--- src/rtl/core/bleadv_pkg.sv ---
// ----------------------------------------------------------------------------
// bleadv_pkg
// Shared types and constants of the advertising-data record parser.
// ----------------------------------------------------------------------------
`default_nettype none

package bleadv_pkg;

  // Default cap on kept name bytes
  localparam int unsigned NameMaxDefault = 16;

  // AD type codes of interest
  localparam logic [7:0] AdTypeNameFull  = 8'h09;
  localparam logic [7:0] AdTypeNameShort = 8'h08;
  localparam logic [7:0] AdTypeMaker     = 8'hFF;
  localparam logic [7:0] AdTypeSvc16     = 8'h16;

  // 16-bit service UUID 0x180A, little-endian on air
  localparam logic [7:0] SvcUuidLo = 8'h0A;
  localparam logic [7:0] SvcUuidHi = 8'h18;

  // Minimum data bytes for a field to be decoded
  localparam logic [7:0] MakerMinLen = 8'd7;
  localparam logic [7:0] SvcMinLen   = 8'd10;

  // Walker phase, one-hot
  typedef enum logic [3:0] {
    PH_LEN  = 4'b0001,
    PH_TYPE = 4'b0010,
    PH_DATA = 4'b0100,
    PH_STOP = 4'b1000
  } phase_e;

  // Field being collected
  typedef enum logic [1:0] {
    KIND_NONE  = 2'd0,
    KIND_NAME  = 2'd1,
    KIND_MAKER = 2'd2,
    KIND_SVC   = 2'd3
  } kind_e;

  // Result codes
  typedef enum logic [1:0] {
    RES_OK      = 2'd0,
    RES_NONE    = 2'd1,
    RES_TRUNC   = 2'd2,
    RES_PARTIAL = 2'd3
  } res_code_e;

  // Decoded record handed from the walker to the emitter
  typedef struct packed {
    res_code_e   code;
    logic [1:0]  found;
    logic [63:0] id_time;   // id in low word, firmware time in high word
    logic [39:0] maker;     // manufacturer bytes 2..6, byte 2 lowest
  } record_t;

endpackage

`default_nettype wire

--- src/rtl/core/bleadv_parse.sv ---
// ----------------------------------------------------------------------------
// bleadv_parse
// Length-type-value walker: updates field state on every accepted byte and
// presents the finished record on the final byte of a payload.
// ----------------------------------------------------------------------------
`default_nettype none

module bleadv_parse
  import bleadv_pkg::*;
#(
  parameter int unsigned NAME_MAX = NameMaxDefault,
  localparam int unsigned CntW = $clog2(NAME_MAX + 1),
  localparam int unsigned IdxW = (NAME_MAX > 1) ? $clog2(NAME_MAX) : 1
) (
  input  wire logic                         clk_i,
  input  wire logic                         rst_ni,
  input  wire logic                         accept_i,
  input  wire logic [7:0]                   adv_byte_i,
  input  wire logic                         last_byte_i,
  input  wire logic                         require_full_i,
  output logic                              snap_valid_o,
  output record_t                           record_o,
  output logic [CntW-1:0]                   name_count_o,
  output logic [NAME_MAX-1:0][7:0]          name_o
);

  phase_e      phase_q, phase_d;
  logic [7:0]  left_q, left_d;
  kind_e       kind_q, kind_d;
  logic [7:0]  pos_q, pos_d;
  logic [CntW-1:0] cnt_q, cnt_d;
  logic        done_q, done_d;
  logic [39:0] mkp_q, mkp_d, mkk_q, mkk_d;
  logic        mkv_q, mkv_d;
  logic [63:0] idp_q, idp_d, idk_q, idk_d;
  logic [1:0]  flags_q, flags_d;   // bit0 identity, bit1 relevant seen
  logic        finish;
  logic        name_we;
  logic [NAME_MAX-1:0][7:0] name_q, name_next;
  logic        trunc;
  logic [1:0]  found;

  // Per-byte field state update
  always_comb begin
    phase_d = phase_q;
    left_d  = left_q;
    kind_d  = kind_q;
    pos_d   = pos_q;
    cnt_d   = cnt_q;
    done_d  = done_q;
    mkp_d   = mkp_q;
    mkk_d   = mkk_q;
    mkv_d   = mkv_q;
    idp_d   = idp_q;
    idk_d   = idk_q;
    flags_d = flags_q;
    finish  = 1'b0;
    name_we = 1'b0;
    if (accept_i) begin
      case (phase_q)
        PH_LEN: begin
          if (adv_byte_i == 8'd0) begin
            phase_d = PH_STOP;
          end else begin
            left_d  = adv_byte_i;
            phase_d = PH_TYPE;
          end
        end
        PH_TYPE: begin
          pos_d  = 8'd0;
          kind_d = KIND_NONE;
          if ((adv_byte_i == AdTypeNameFull || adv_byte_i == AdTypeNameShort) && !done_q) begin
            kind_d     = KIND_NAME;
            flags_d[1] = 1'b1;
          end else if (adv_byte_i == AdTypeMaker) begin
            kind_d     = KIND_MAKER;
            mkp_d      = '0;
            flags_d[1] = 1'b1;
          end else if (adv_byte_i == AdTypeSvc16) begin
            kind_d = KIND_SVC;
            idp_d  = '0;
          end
          left_d = left_q - 8'd1;
          if (left_d == 8'd0) begin
            finish = 1'b1;
          end else begin
            phase_d = PH_DATA;
          end
        end
        PH_DATA: begin
          case (kind_q)
            KIND_NAME: begin
              // name stops at the first zero byte
              if ({{(8-CntW){1'b0}}, cnt_q} == pos_q && adv_byte_i != 8'd0 &&
                  cnt_q < CntW'(NAME_MAX)) begin
                name_we = 1'b1;
                cnt_d   = cnt_q + CntW'(1);
                done_d  = 1'b1;
              end
            end
            KIND_MAKER: begin
              for (int i = 0; i < 5; i++) begin
                if (pos_q == 8'(i + 2)) mkp_d[i*8 +: 8] = adv_byte_i;
              end
            end
            KIND_SVC: begin
              if ((pos_q == 8'd0 && adv_byte_i != SvcUuidLo) ||
                  (pos_q == 8'd1 && adv_byte_i != SvcUuidHi)) begin
                kind_d = KIND_NONE;
              end else begin
                for (int i = 0; i < 8; i++) begin
                  if (pos_q == 8'(i + 2)) idp_d[i*8 +: 8] = adv_byte_i;
                end
              end
            end
            default: ;
          endcase
          if (pos_q != 8'hFF) pos_d = pos_q + 8'd1;
          left_d = left_q - 8'd1;
          if (left_d == 8'd0) finish = 1'b1;
        end
        default: ;
      endcase

      // Field complete: commit what it decoded
      if (finish) begin
        if (kind_d == KIND_MAKER) begin
          if (pos_d >= MakerMinLen) begin
            mkk_d = mkp_d;
            mkv_d = 1'b1;
          end else begin
            mkv_d = 1'b0;
          end
        end else if (kind_d == KIND_SVC && pos_d >= SvcMinLen) begin
          idk_d   = idp_d;
          flags_d = {1'b1, |idp_d[31:0]};
        end
        kind_d  = KIND_NONE;
        phase_d = PH_LEN;
      end
    end
  end

  // Name store with this byte's write folded in
  always_comb begin
    name_next = name_q;
    if (name_we) name_next[cnt_q[IdxW-1:0]] = adv_byte_i;
  end

  // Record seen on the final byte
  assign trunc = (phase_d == PH_TYPE) || (phase_d == PH_DATA);
  assign found = {mkv_d, flags_d[0]};

  always_comb begin
    record_o     = '0;
    name_count_o = '0;
    if (trunc) begin
      record_o.code = RES_TRUNC;
    end else begin
      if (!flags_d[1]) begin
        record_o.code = RES_NONE;
      end else if (require_full_i && found != 2'b11) begin
        record_o.code = RES_PARTIAL;
      end else begin
        record_o.code = RES_OK;
      end
      record_o.found   = found;
      record_o.id_time = idk_d;
      record_o.maker   = mkv_d ? mkk_d : '0;
      name_count_o     = cnt_d;
    end
  end

  assign snap_valid_o = accept_i && last_byte_i;
  assign name_o       = name_next;

  // Control and decoded state; cleared after each payload
  always_ff @(posedge clk_i or negedge rst_ni) begin
    if (!rst_ni) begin
      phase_q <= PH_LEN;
      left_q  <= '0;
      kind_q  <= KIND_NONE;
      pos_q   <= '0;
      cnt_q   <= '0;
      done_q  <= 1'b0;
      mkp_q   <= '0;
      mkk_q   <= '0;
      mkv_q   <= 1'b0;
      idp_q   <= '0;
      idk_q   <= '0;
      flags_q <= '0;
    end else if (accept_i && last_byte_i) begin
      phase_q <= PH_LEN;
      left_q  <= '0;
      kind_q  <= KIND_NONE;
      pos_q   <= '0;
      cnt_q   <= '0;
      done_q  <= 1'b0;
      mkp_q   <= '0;
      mkk_q   <= '0;
      mkv_q   <= 1'b0;
      idp_q   <= '0;
      idk_q   <= '0;
      flags_q <= '0;
    end else begin
      phase_q <= phase_d;
      left_q  <= left_d;
      kind_q  <= kind_d;
      pos_q   <= pos_d;
      cnt_q   <= cnt_d;
      done_q  <= done_d;
      mkp_q   <= mkp_d;
      mkk_q   <= mkk_d;
      mkv_q   <= mkv_d;
      idp_q   <= idp_d;
      idk_q   <= idk_d;
      flags_q <= flags_d;
    end
  end

  // Name bytes, valid only below the count
  always_ff @(posedge clk_i) begin
    if (name_we) name_q[cnt_q[IdxW-1:0]] <= adv_byte_i;
  end

endmodule

`default_nettype wire

--- src/rtl/core/ble_adv_record_parser_top.sv ---
// ----------------------------------------------------------------------------
// ble_adv_record_parser_top
// Advertising-data record parser: walks AD fields byte by byte and emits one
// result item per kept name byte (one item if none is kept) when the payload ends.
// ----------------------------------------------------------------------------
//  channel   direction  handshake                 content
//  s_axis    in         tvalid/tready, tlast      payload byte, strength
//  m_axis    out        tvalid/tready, tlast      result items, code in tuser
//  cfg       in         cfg_wr_en_i               require_full_record
//
//  One payload byte is taken per cycle unless a final byte stalls; the byte walker needs no wait.
//  A finished payload is copied into a run buffer and drained as max(name length, 1)
//  results into the output register, one per cycle while that register can take it.
//  A final byte stalls only while the run buffer still holds a prior payload.
//  Reset clears walker state, the configuration bit, run buffer valid and output valid.
// ----------------------------------------------------------------------------
`default_nettype none

module ble_adv_record_parser_top
  import bleadv_pkg::*;
#(
  parameter int unsigned NAME_MAX = NameMaxDefault
) (
  input  wire logic         clk_i,
  input  wire logic         rst_ni,
  // input items
  input  wire logic         s_axis_tvalid,
  output logic              s_axis_tready,
  input  wire logic [15:0]  s_axis_tdata,   // adv_byte[7:0], signal_strength[15:8]
  input  wire logic         s_axis_tlast,   // last_byte
  // result items
  output logic              m_axis_tvalid,
  input  wire logic         m_axis_tready,
  output logic [127:0]      m_axis_tdata,   // strength_out[7:0], name_char[15:8],
                                            // found_flags[17:16], device_id[49:18],
                                            // firmware_time[81:50], led_total[89:82],
                                            // kind_and_color[97:90], motion_state[105:98],
                                            // face_number[113:106], battery_byte[121:114]
  output logic [1:0]        m_axis_tuser,   // result_code
  output logic              m_axis_tlast,   // last_of_run
  // configuration
  input  wire logic         cfg_wr_en_i,
  input  wire logic         cfg_wr_data_i   // require_full_record
);

  localparam int unsigned CntW = $clog2(NAME_MAX + 1);
  localparam int unsigned IdxW = (NAME_MAX > 1) ? $clog2(NAME_MAX) : 1;

  logic                     req_full_q;
  logic                     accept;
  logic                     snap_valid;
  record_t                  snap_rec;
  logic [CntW-1:0]          snap_cnt;
  logic [NAME_MAX-1:0][7:0] snap_name;

  // run buffer
  logic                     run_valid_q;
  logic [CntW-1:0]          run_idx_q;
  logic [CntW-1:0]          run_cnt_q;
  record_t                  run_rec_q;
  logic [7:0]               run_str_q;
  logic [NAME_MAX-1:0][7:0] run_name_q;
  logic                     run_last;
  logic                     move;
  logic                     run_free;
  logic [7:0]               run_char;

  // output register
  logic                     out_valid_q;
  record_t                  out_rec_q;
  logic [7:0]               out_str_q;
  logic [7:0]               out_char_q;
  logic                     out_last_q;

  // Configuration register
  always_ff @(posedge clk_i or negedge rst_ni) begin
    if (!rst_ni) begin
      req_full_q <= 1'b0;
    end else if (cfg_wr_en_i) begin
      req_full_q <= cfg_wr_data_i;
    end
  end

  // Input side: only a final byte needs a free run buffer
  assign s_axis_tready = !s_axis_tlast || run_free;
  assign accept        = s_axis_tvalid && s_axis_tready;

  bleadv_parse #(
    .NAME_MAX(NAME_MAX)
  ) u_parse (
    .clk_i         (clk_i),
    .rst_ni        (rst_ni),
    .accept_i      (accept),
    .adv_byte_i    (s_axis_tdata[7:0]),
    .last_byte_i   (s_axis_tlast),
    .require_full_i(req_full_q),
    .snap_valid_o  (snap_valid),
    .record_o      (snap_rec),
    .name_count_o  (snap_cnt),
    .name_o        (snap_name)
  );

  // Run drain: one result per cycle while output register can take it
  assign run_last = ({1'b0, run_idx_q} + {{CntW{1'b0}}, 1'b1}) >= {1'b0, run_cnt_q};
  assign move     = run_valid_q && (!out_valid_q || m_axis_tready);
  assign run_free = !run_valid_q || (move && run_last);
  assign run_char = (run_cnt_q != '0) ? run_name_q[run_idx_q[IdxW-1:0]] : 8'd0;

  always_ff @(posedge clk_i or negedge rst_ni) begin
    if (!rst_ni) begin
      run_valid_q <= 1'b0;
      run_idx_q   <= '0;
    end else if (snap_valid) begin
      run_valid_q <= 1'b1;
      run_idx_q   <= '0;
    end else if (move) begin
      if (run_last) begin
        run_valid_q <= 1'b0;
      end else begin
        run_idx_q <= run_idx_q + CntW'(1);
      end
    end
  end

  always_ff @(posedge clk_i) begin
    if (snap_valid) begin
      run_cnt_q  <= snap_cnt;
      run_rec_q  <= snap_rec;
      run_str_q  <= s_axis_tdata[15:8];
      run_name_q <= snap_name;
    end
  end

  // Output register
  always_ff @(posedge clk_i or negedge rst_ni) begin
    if (!rst_ni) begin
      out_valid_q <= 1'b0;
    end else if (move) begin
      out_valid_q <= 1'b1;
    end else if (m_axis_tready) begin
      out_valid_q <= 1'b0;
    end
  end

  always_ff @(posedge clk_i) begin
    if (move) begin
      out_rec_q  <= run_rec_q;
      out_str_q  <= run_str_q;
      out_char_q <= run_char;
      out_last_q <= run_last;
    end
  end

  assign m_axis_tvalid = out_valid_q;
  assign m_axis_tlast  = out_last_q;
  assign m_axis_tuser  = out_rec_q.code;
  assign m_axis_tdata  = {6'd0,
                          out_rec_q.maker,
                          out_rec_q.id_time,
                          out_rec_q.found,
                          out_char_q,
                          out_str_q};

endmodule

`default_nettype wire

--- config.mk ---
export PLATFORM = sky130hd
export DESIGN_NAME = ble_adv_record_parser_top
export DESIGN_NICKNAME = d
export VERILOG_FILES = /design/src/rtl/core/bleadv_pkg.sv /design/src/rtl/core/bleadv_parse.sv /design/src/rtl/core/ble_adv_record_parser_top.sv
export SDC_FILE = /design/constraint.sdc
export NUM_CORES = 1
export LEC_CHECK = 0
export BUFFER_PORTS_ARGS = -buffer_cell sky130_fd_sc_hd__buf_2
export CORE_UTILIZATION = 35
export CTS_BUF_LIST = sky130_fd_sc_hd__clkbuf_8
export CTS_CLUSTER_SIZE = 10
export DETAILED_ROUTE_END_ITERATION = 8
export PLACE_DENSITY = 0.61
export SYNTH_ARGS = -nofsm -noshare
export SYNTH_HDL_FRONTEND = slang
export SYNTH_SLANG_ARGS = --single-unit
--- constraint.sdc ---
create_clock -name clk_i -period 15.4 [get_ports clk_i]
set_input_delay 3.08 -clock clk_i [delete_from_list [all_inputs] [get_ports clk_i]]
set_output_delay 3.08 -clock clk_i [all_outputs]
set_load 0.05 [all_outputs]
Yosys cells after proc, flatten, opt, wreduce, memory -nomap -nowiden
Index checks and enable logic that the tools add are counted.

storage, ports and cells
  bits in registers = 749
  bits in latches = 0
  RAM bits = 0
  bits in read-only memories = 0
  input bits = 23
  output and inout port bits = 133
  logic and storage cells = 255
  memories kept = 0

operators by class
  add/sub/neg operators = 5
  multipliers = 0
  div/mod/pow operators = 0
  $lt $le $gt $ge = 7
  equal/unequal tests = 30
  shift-type cells = 0
  multiplexer cells = 109
  bitwise logic cells = 1
  reductions and logical operators = 42

operator list
  cell                   count
  $mux W64               13
  $mux W40               10
  $mux W8                22
  $bwmux W128            1
  $mux W128              1
  $pmux W64 S2           1
  $pmux W40 S2           1
  $mux W5                8
  $bmux W8 S4            1
  $demux W8 S4           1
  $eq A8 B3 Y1 const B   4
  $eq A8 B4 Y1 const B   4
  $mux W2                16
  $pmux W8 S2            2
  $reduce_or A32 Y1      1
  $mux W1                25
  $logic_not A8 Y1       3
  $mux W4                5
  $eq A8 B2 Y1 const B   2
  $reduce_bool A2 Y1     7
  $logic_and A1 B1 Y1    12
  $add A5 B1 Y5 const B  2
  $lt A4 B5 Y1 const B   2
  $add A8 B1 Y8 const B  1
  other kinds (33)       49

Depth between registers and ports, before layout
  depth after elaboration = 18
  depth in mapped cells = 17
  depth with buffers taken out = 12

Hierarchy
A second synthesis with hierarchy kept.

unflattened totals
  cells, all modules = 2423
  area total of the unflattened synthesis = 30615.6 um^2

by module, submodules not included
  module                     times used  cells an instance  area an instance (um^2)
  bleadv_parse               1           1917               17689.5
  ble_adv_record_parser_top  1           506                12926.1

Worst setup path before layout
OpenSTA, ideal clock, no wires.

  kind = input port to flip-flop
  start point = input s_axis_tlast
  end point = register run_cnt_q[0], enable pin
  setup time = 0.710 ns
  data arrival time = 10.908 ns
  required time = 14.690 ns
  path slack = 3.782 ns
  stages = 7
  path through = clkbuf_1 > nand2_1 > or2_2 > o211ai_1 > clkbuf_1 > nor2_1 > clkbuf_1

on the way
  cells in the longest elaborated chain, start to end = 4

RTL lines
  what                     RTL line                          text
  from (decl)              ble_adv_record_parser_top.sv:30   input wire logic s_axis_tlast,
  $logic_not A1 Y1         ble_adv_record_parser_top.sv:85   assign s_axis_tready = !s_axis_tlast || run_free;
  $logic_or A1 B1 Y1       ble_adv_record_parser_top.sv:85
  $logic_and A1 B1 Y1      ble_adv_record_parser_top.sv:86   assign accept = s_axis_tvalid && s_axis_tready;
  $logic_and A1 B1 Y1 (*)  bleadv_parse.sv:174               assign snap_valid_o = accept_i && last_byte_i;
  net snap_valid           ble_adv_record_parser_top.sv:51   logic snap_valid;
  to (signal assigned)     ble_adv_record_parser_top.sv:127  run_cnt_q <= snap_cnt;
  to (decl)                ble_adv_record_parser_top.sv:59   logic [CntW-1:0] run_cnt_q;

Mark *: on every way through the listed nets, which the timed path passes. The rest lies on a longest branch.
A chain may end at the register's enable or synchronous reset.

Worst setup path in the final report
  start point = input m_axis_tready
  end point = output s_axis_tready

on the way
  cells in the longest elaborated chain, start to end = 5

RTL lines
  what                 RTL line                          text
  from (decl)          ble_adv_record_parser_top.sv:33   input wire logic m_axis_tready,
  $logic_or A1 B1 Y1   ble_adv_record_parser_top.sv:105  assign move = run_valid_q && (!out_valid_q || m_axis_tready);
  $logic_and A1 B1 Y1  ble_adv_record_parser_top.sv:105
  $logic_and A1 B1 Y1  ble_adv_record_parser_top.sv:106  assign run_free = !run_valid_q || (move && run_last);
  $logic_or A1 B1 Y1   ble_adv_record_parser_top.sv:106
  $logic_or A1 B1 Y1   ble_adv_record_parser_top.sv:85
  to (decl)            ble_adv_record_parser_top.sv:28   output logic s_axis_tready,

No other way between the ends.

==> results list <==
- Result of the run: complete, no violations
- The die covers 86700 um^2.
- Entering global routing, the biggest net connects about 200 pins.
- Unrepaired setup endpoints after global routing: no
- For this run, the leading register cell type out of synthesis is edfxtp_1.
- For this run, global-route usage on met2 was measured as 28.2%.
- Setup Fix Bufs, Post-CTS: 0
- Clock latency on the worst-skew pair, taken at its later pin, is 750 ps.
* Critical path buffer and inverter count: 2
- Final Wtd Congestion: roughly 0.88
- Arrival time reported for the critical path endpoint: 4090 ps
- Total number of vias: between 15000 and 20000
* DR iter-0 viols: 1825
* I/O pin cnt: around 160
* Global route overflow: 0
- Antenna cells: 0
* Synthesized-area fraction occupied by xor and xnor cells: less than 1%
- Critical-path cell with the highest stage delay: buf_2
- After floorplanning, the core was sized to cover 84200 um^2.
* Complex-gate fraction of the synthesized area: 10.1%
* Multiplexer fraction of the synthesized cell area: 9.77%
- The largest single stage delay on the critical path is 310 ps.
* Maximum net fanout on the critical path: 4
- Share of flip-flops with an asynchronous set or reset: roughly a third
- The final number of max-transition violations came to 0.
- Initial Utilization: 35.6%
* Total clock sinks: about 750
* Average cell area after synthesis: 13.1 um^2
- The critical path goes through buf_2 > nand2b_1 > nand2_1 > nand3_1 > buf_2.
* Buffer levels on the longest clock path: 3
- Final hold violation count: 0
- Layout cell share with drive strength beyond 1: 20.0%
* Most prevalent standard cell on the critical path: buf_2
- First-pass GRT wire length: around 110000 um
- Summed over all failing endpoints, the final setup total negative slack is 0 ps.
* Ratio of routed vias to standard cells: ~5.2
- Number of CTS-inserted buffers: 116
* Leakage power of the design: 13.7 nW
- The net count of the finished layout is 2473.
- Netlist Area Pre-Place: between 20000 and 30000 um^2
- Startpoint class of the critical path: input pin
* Req. time, crit path: 12320 ps
* Most frequent standard cell in the layout excluding fill and tap cells: edfxtp_1
* Number of violations of the max-capacitance limit: 0
* Seq cells post-synth: about 750
* Sequential share of the synthesized area: 66.7%
* Most frequent cells in the layout: 374 x edfxtp_1, 293 x nor2_1, 244 x dfrtp_1
* Die outline width: ~300 um
- In this design, the largest share of critical-path delay is due to simple AND/OR/NAND/NOR gates.
* Clock tree from TritonCTS: built
- The number of antenna violations at the first check in global routing came to 1.
- Adder and majority cell fraction of the synthesized area: 0.668%
- The final layout contains routed wiring with a total length of roughly 72000 um.
* Number of fill cells in the layout: between 7000 and 8000
* Largest voltage drop on the vdd net: ~0.11 mV
- CTS built an H-tree with a depth of 3.
- Worst slew margin relative to its limit: 9.41%
- Before antenna repair, the detailed router went through 8 iterations.
* Placement row count: 106
- Across the routed clock network, the largest skew measured is 56.7 ps.
- The number of global-route vias before repair came to just under 20000.
- Overall power after layout: 5.30 mW
- Final clock period utilization by the worst path: a little under half
- Number of design rule violations left after detail routing: 0
* Min Tclk post-route: 7170 ps
- The worst hold path belongs to the class reg2reg.
- At the pin with the least slew margin, the transition time is about 1400 ps.
- Total track usage: approximately 17%
* Root Buffer Master: clkbuf_8
- Count of cells resized by post-cts repair: 0
* Clock-pin slew reported for the worst setup and hold paths after clock tree synthesis: 70 ps
- Static timing analysis puts the maximum clock frequency at around 140 MHz.
- Grt peak-use layer: met2
- The critical path is of the in2out type.
* Post-synthesis to final-layout area growth: 13.8%
- The cell count after synthesis came out at 2287.
- Yosys mapped the design onto 83 distinct sky130hd cell types.
- Nature of the critical path endpoint: primary output
- For this run, global-route usage on met1 was measured as 21.0%.
- For this design the ratio of total power to cell area is 156 nW/um^2.
* # hold bufs at CTS: 0
* Final count of negative-setup-slack endpoints: 0
* Met3 global-route usage: 2.96%
- In this run, synthesis inferred 374 flip-flops with an integrated enable.
- The die is between 200 and 300 um tall.
* DPL Wire Length: around 45000 um
- Total of warnings raised by yosys: 0
- Buffers placed on the I/O ports in this run total 149.
- Antenna viol nets, final: 0
* Main combinational cell family by area after synthesis: compound AO/OA/AOI/OAI gates
- After Yosys synthesis, and, or, nand and nor cells account for about a tenth of the synthesized area.
- Routed wire length per instance: 19.7 um
where the power goes:
part	internal [mW]	switching, mW
combinational	0.301	0.901
sequential	2.33	0.116
clock	0.869	0.786
total	3.50	1.80
sequential cells by signal, indices dropped and copies added (netlist names), 4 cells and up:
register,flops
u_parse.mkp_q,40
run_rec_q,108
u_parse.idp_q,64
run_cnt_q,5
m_axis_tdata,106
u_parse.mkk_q,40
u_parse.pos_q,8
run_name_q,128
u_parse.left_q,8
out_str_q,8
out_char_q,8
u_parse.name_q,128
u_parse.cnt_q,5
run_str_q,8
u_parse.phase_q,4
run_idx_q,5
u_parse.idk_q,64
kinds of logic (layout without fill, tap and decap cells):
family | after synthesis | in the layout
AND/OR/NAND/NOR | 657 | 657
AO/OA/AOI/OAI | 448 | 448
adder cells (fa/ha/maj) | 16 | 16
other | 1 | 6
buffers and inverters | 173 | 418
flip-flops | 749 | 749
XOR/XNOR | 14 | 14
multiplexers | 229 | 229
layer usage:
metal / wire (um) / up-vias
met5: 13 / -
met4: 1770 / 2
met3: 4370 / 134
met2: 35700 / 715
met1: 30400 / 9604
li1: - / 8747
Yosys cell counts, types with 27 or more instances:
library cell / instances / area (um^2)
a21oi_1: 58 / 290
mux2i_1: 82 / 821
edfxtp_1: 374 / 11200
nand3_1: 27 / 135
mux4_2: 40 / 901
a22o_1: 72 / 631
mux2_2: 107 / 1200
o22ai_1: 46 / 288
dfxtp_1: 128 / 2560
nor2_1: 294 / 1100
nand2_1: 194 / 728
o21ai_0: 130 / 651
nor3_1: 29 / 145
clkbuf_1: 109 / 409
dfrtp_1: 246 / 6160
cell type report:
| cell class | count | area, um^2 | share of cell area (%) |
|---|---|---|---|
| timing repair buffer | 176 | 971 | 2.85 |
| inverter | 21 | 81.3 | 0.239 |
| sequential | 749 | 20000 | 58.6 |
| multi-input combinational | 1370 | 9280 | 27.2 |
| clock buffer | 127 | 1750 | 5.13 |
| clock inverter | 94 | 607 | 1.78 |
| tap | 1134 | 1420 | 4.16 |
worst paths after layout:
path | to | from | depth (start not counted) | slack, ps
worst max-delay path | s_axis_tready | m_axis_tready | 5 | 8230
worst min register to register | m_axis_tdata[77] | run_rec_q[99] | 0 | 380
worst max register to register | run_rec_q[3] | run_idx_q[1] | 14 | 9760
max in group asynchronous | u_parse.idk_q[57] | rst_ni | 3 | 10710
worst min-delay path | m_axis_tdata[77] | run_rec_q[99] | 0 | 380
min in group asynchronous | u_parse.idk_q[8] | rst_ni | 1 | 2430
stage by stage:
stage	instances	hold slack (ps)	setup WS [ps]	utilization [%]	area (um^2)
2_1_floorplan	2292	400	3780	-	30000
3_3_place_gp	3450	401	7910	37.7	31700
3_5_place_dp	3450	405	7890	37.7	31700
4_1_cts	3671	377	8270	40.5	34100
5_1_grt	3671	385	8220	40.5	34100
6_report	3671	377	8230	40.5	34100
No activity file was read; power rests on OpenSTA's default activity.
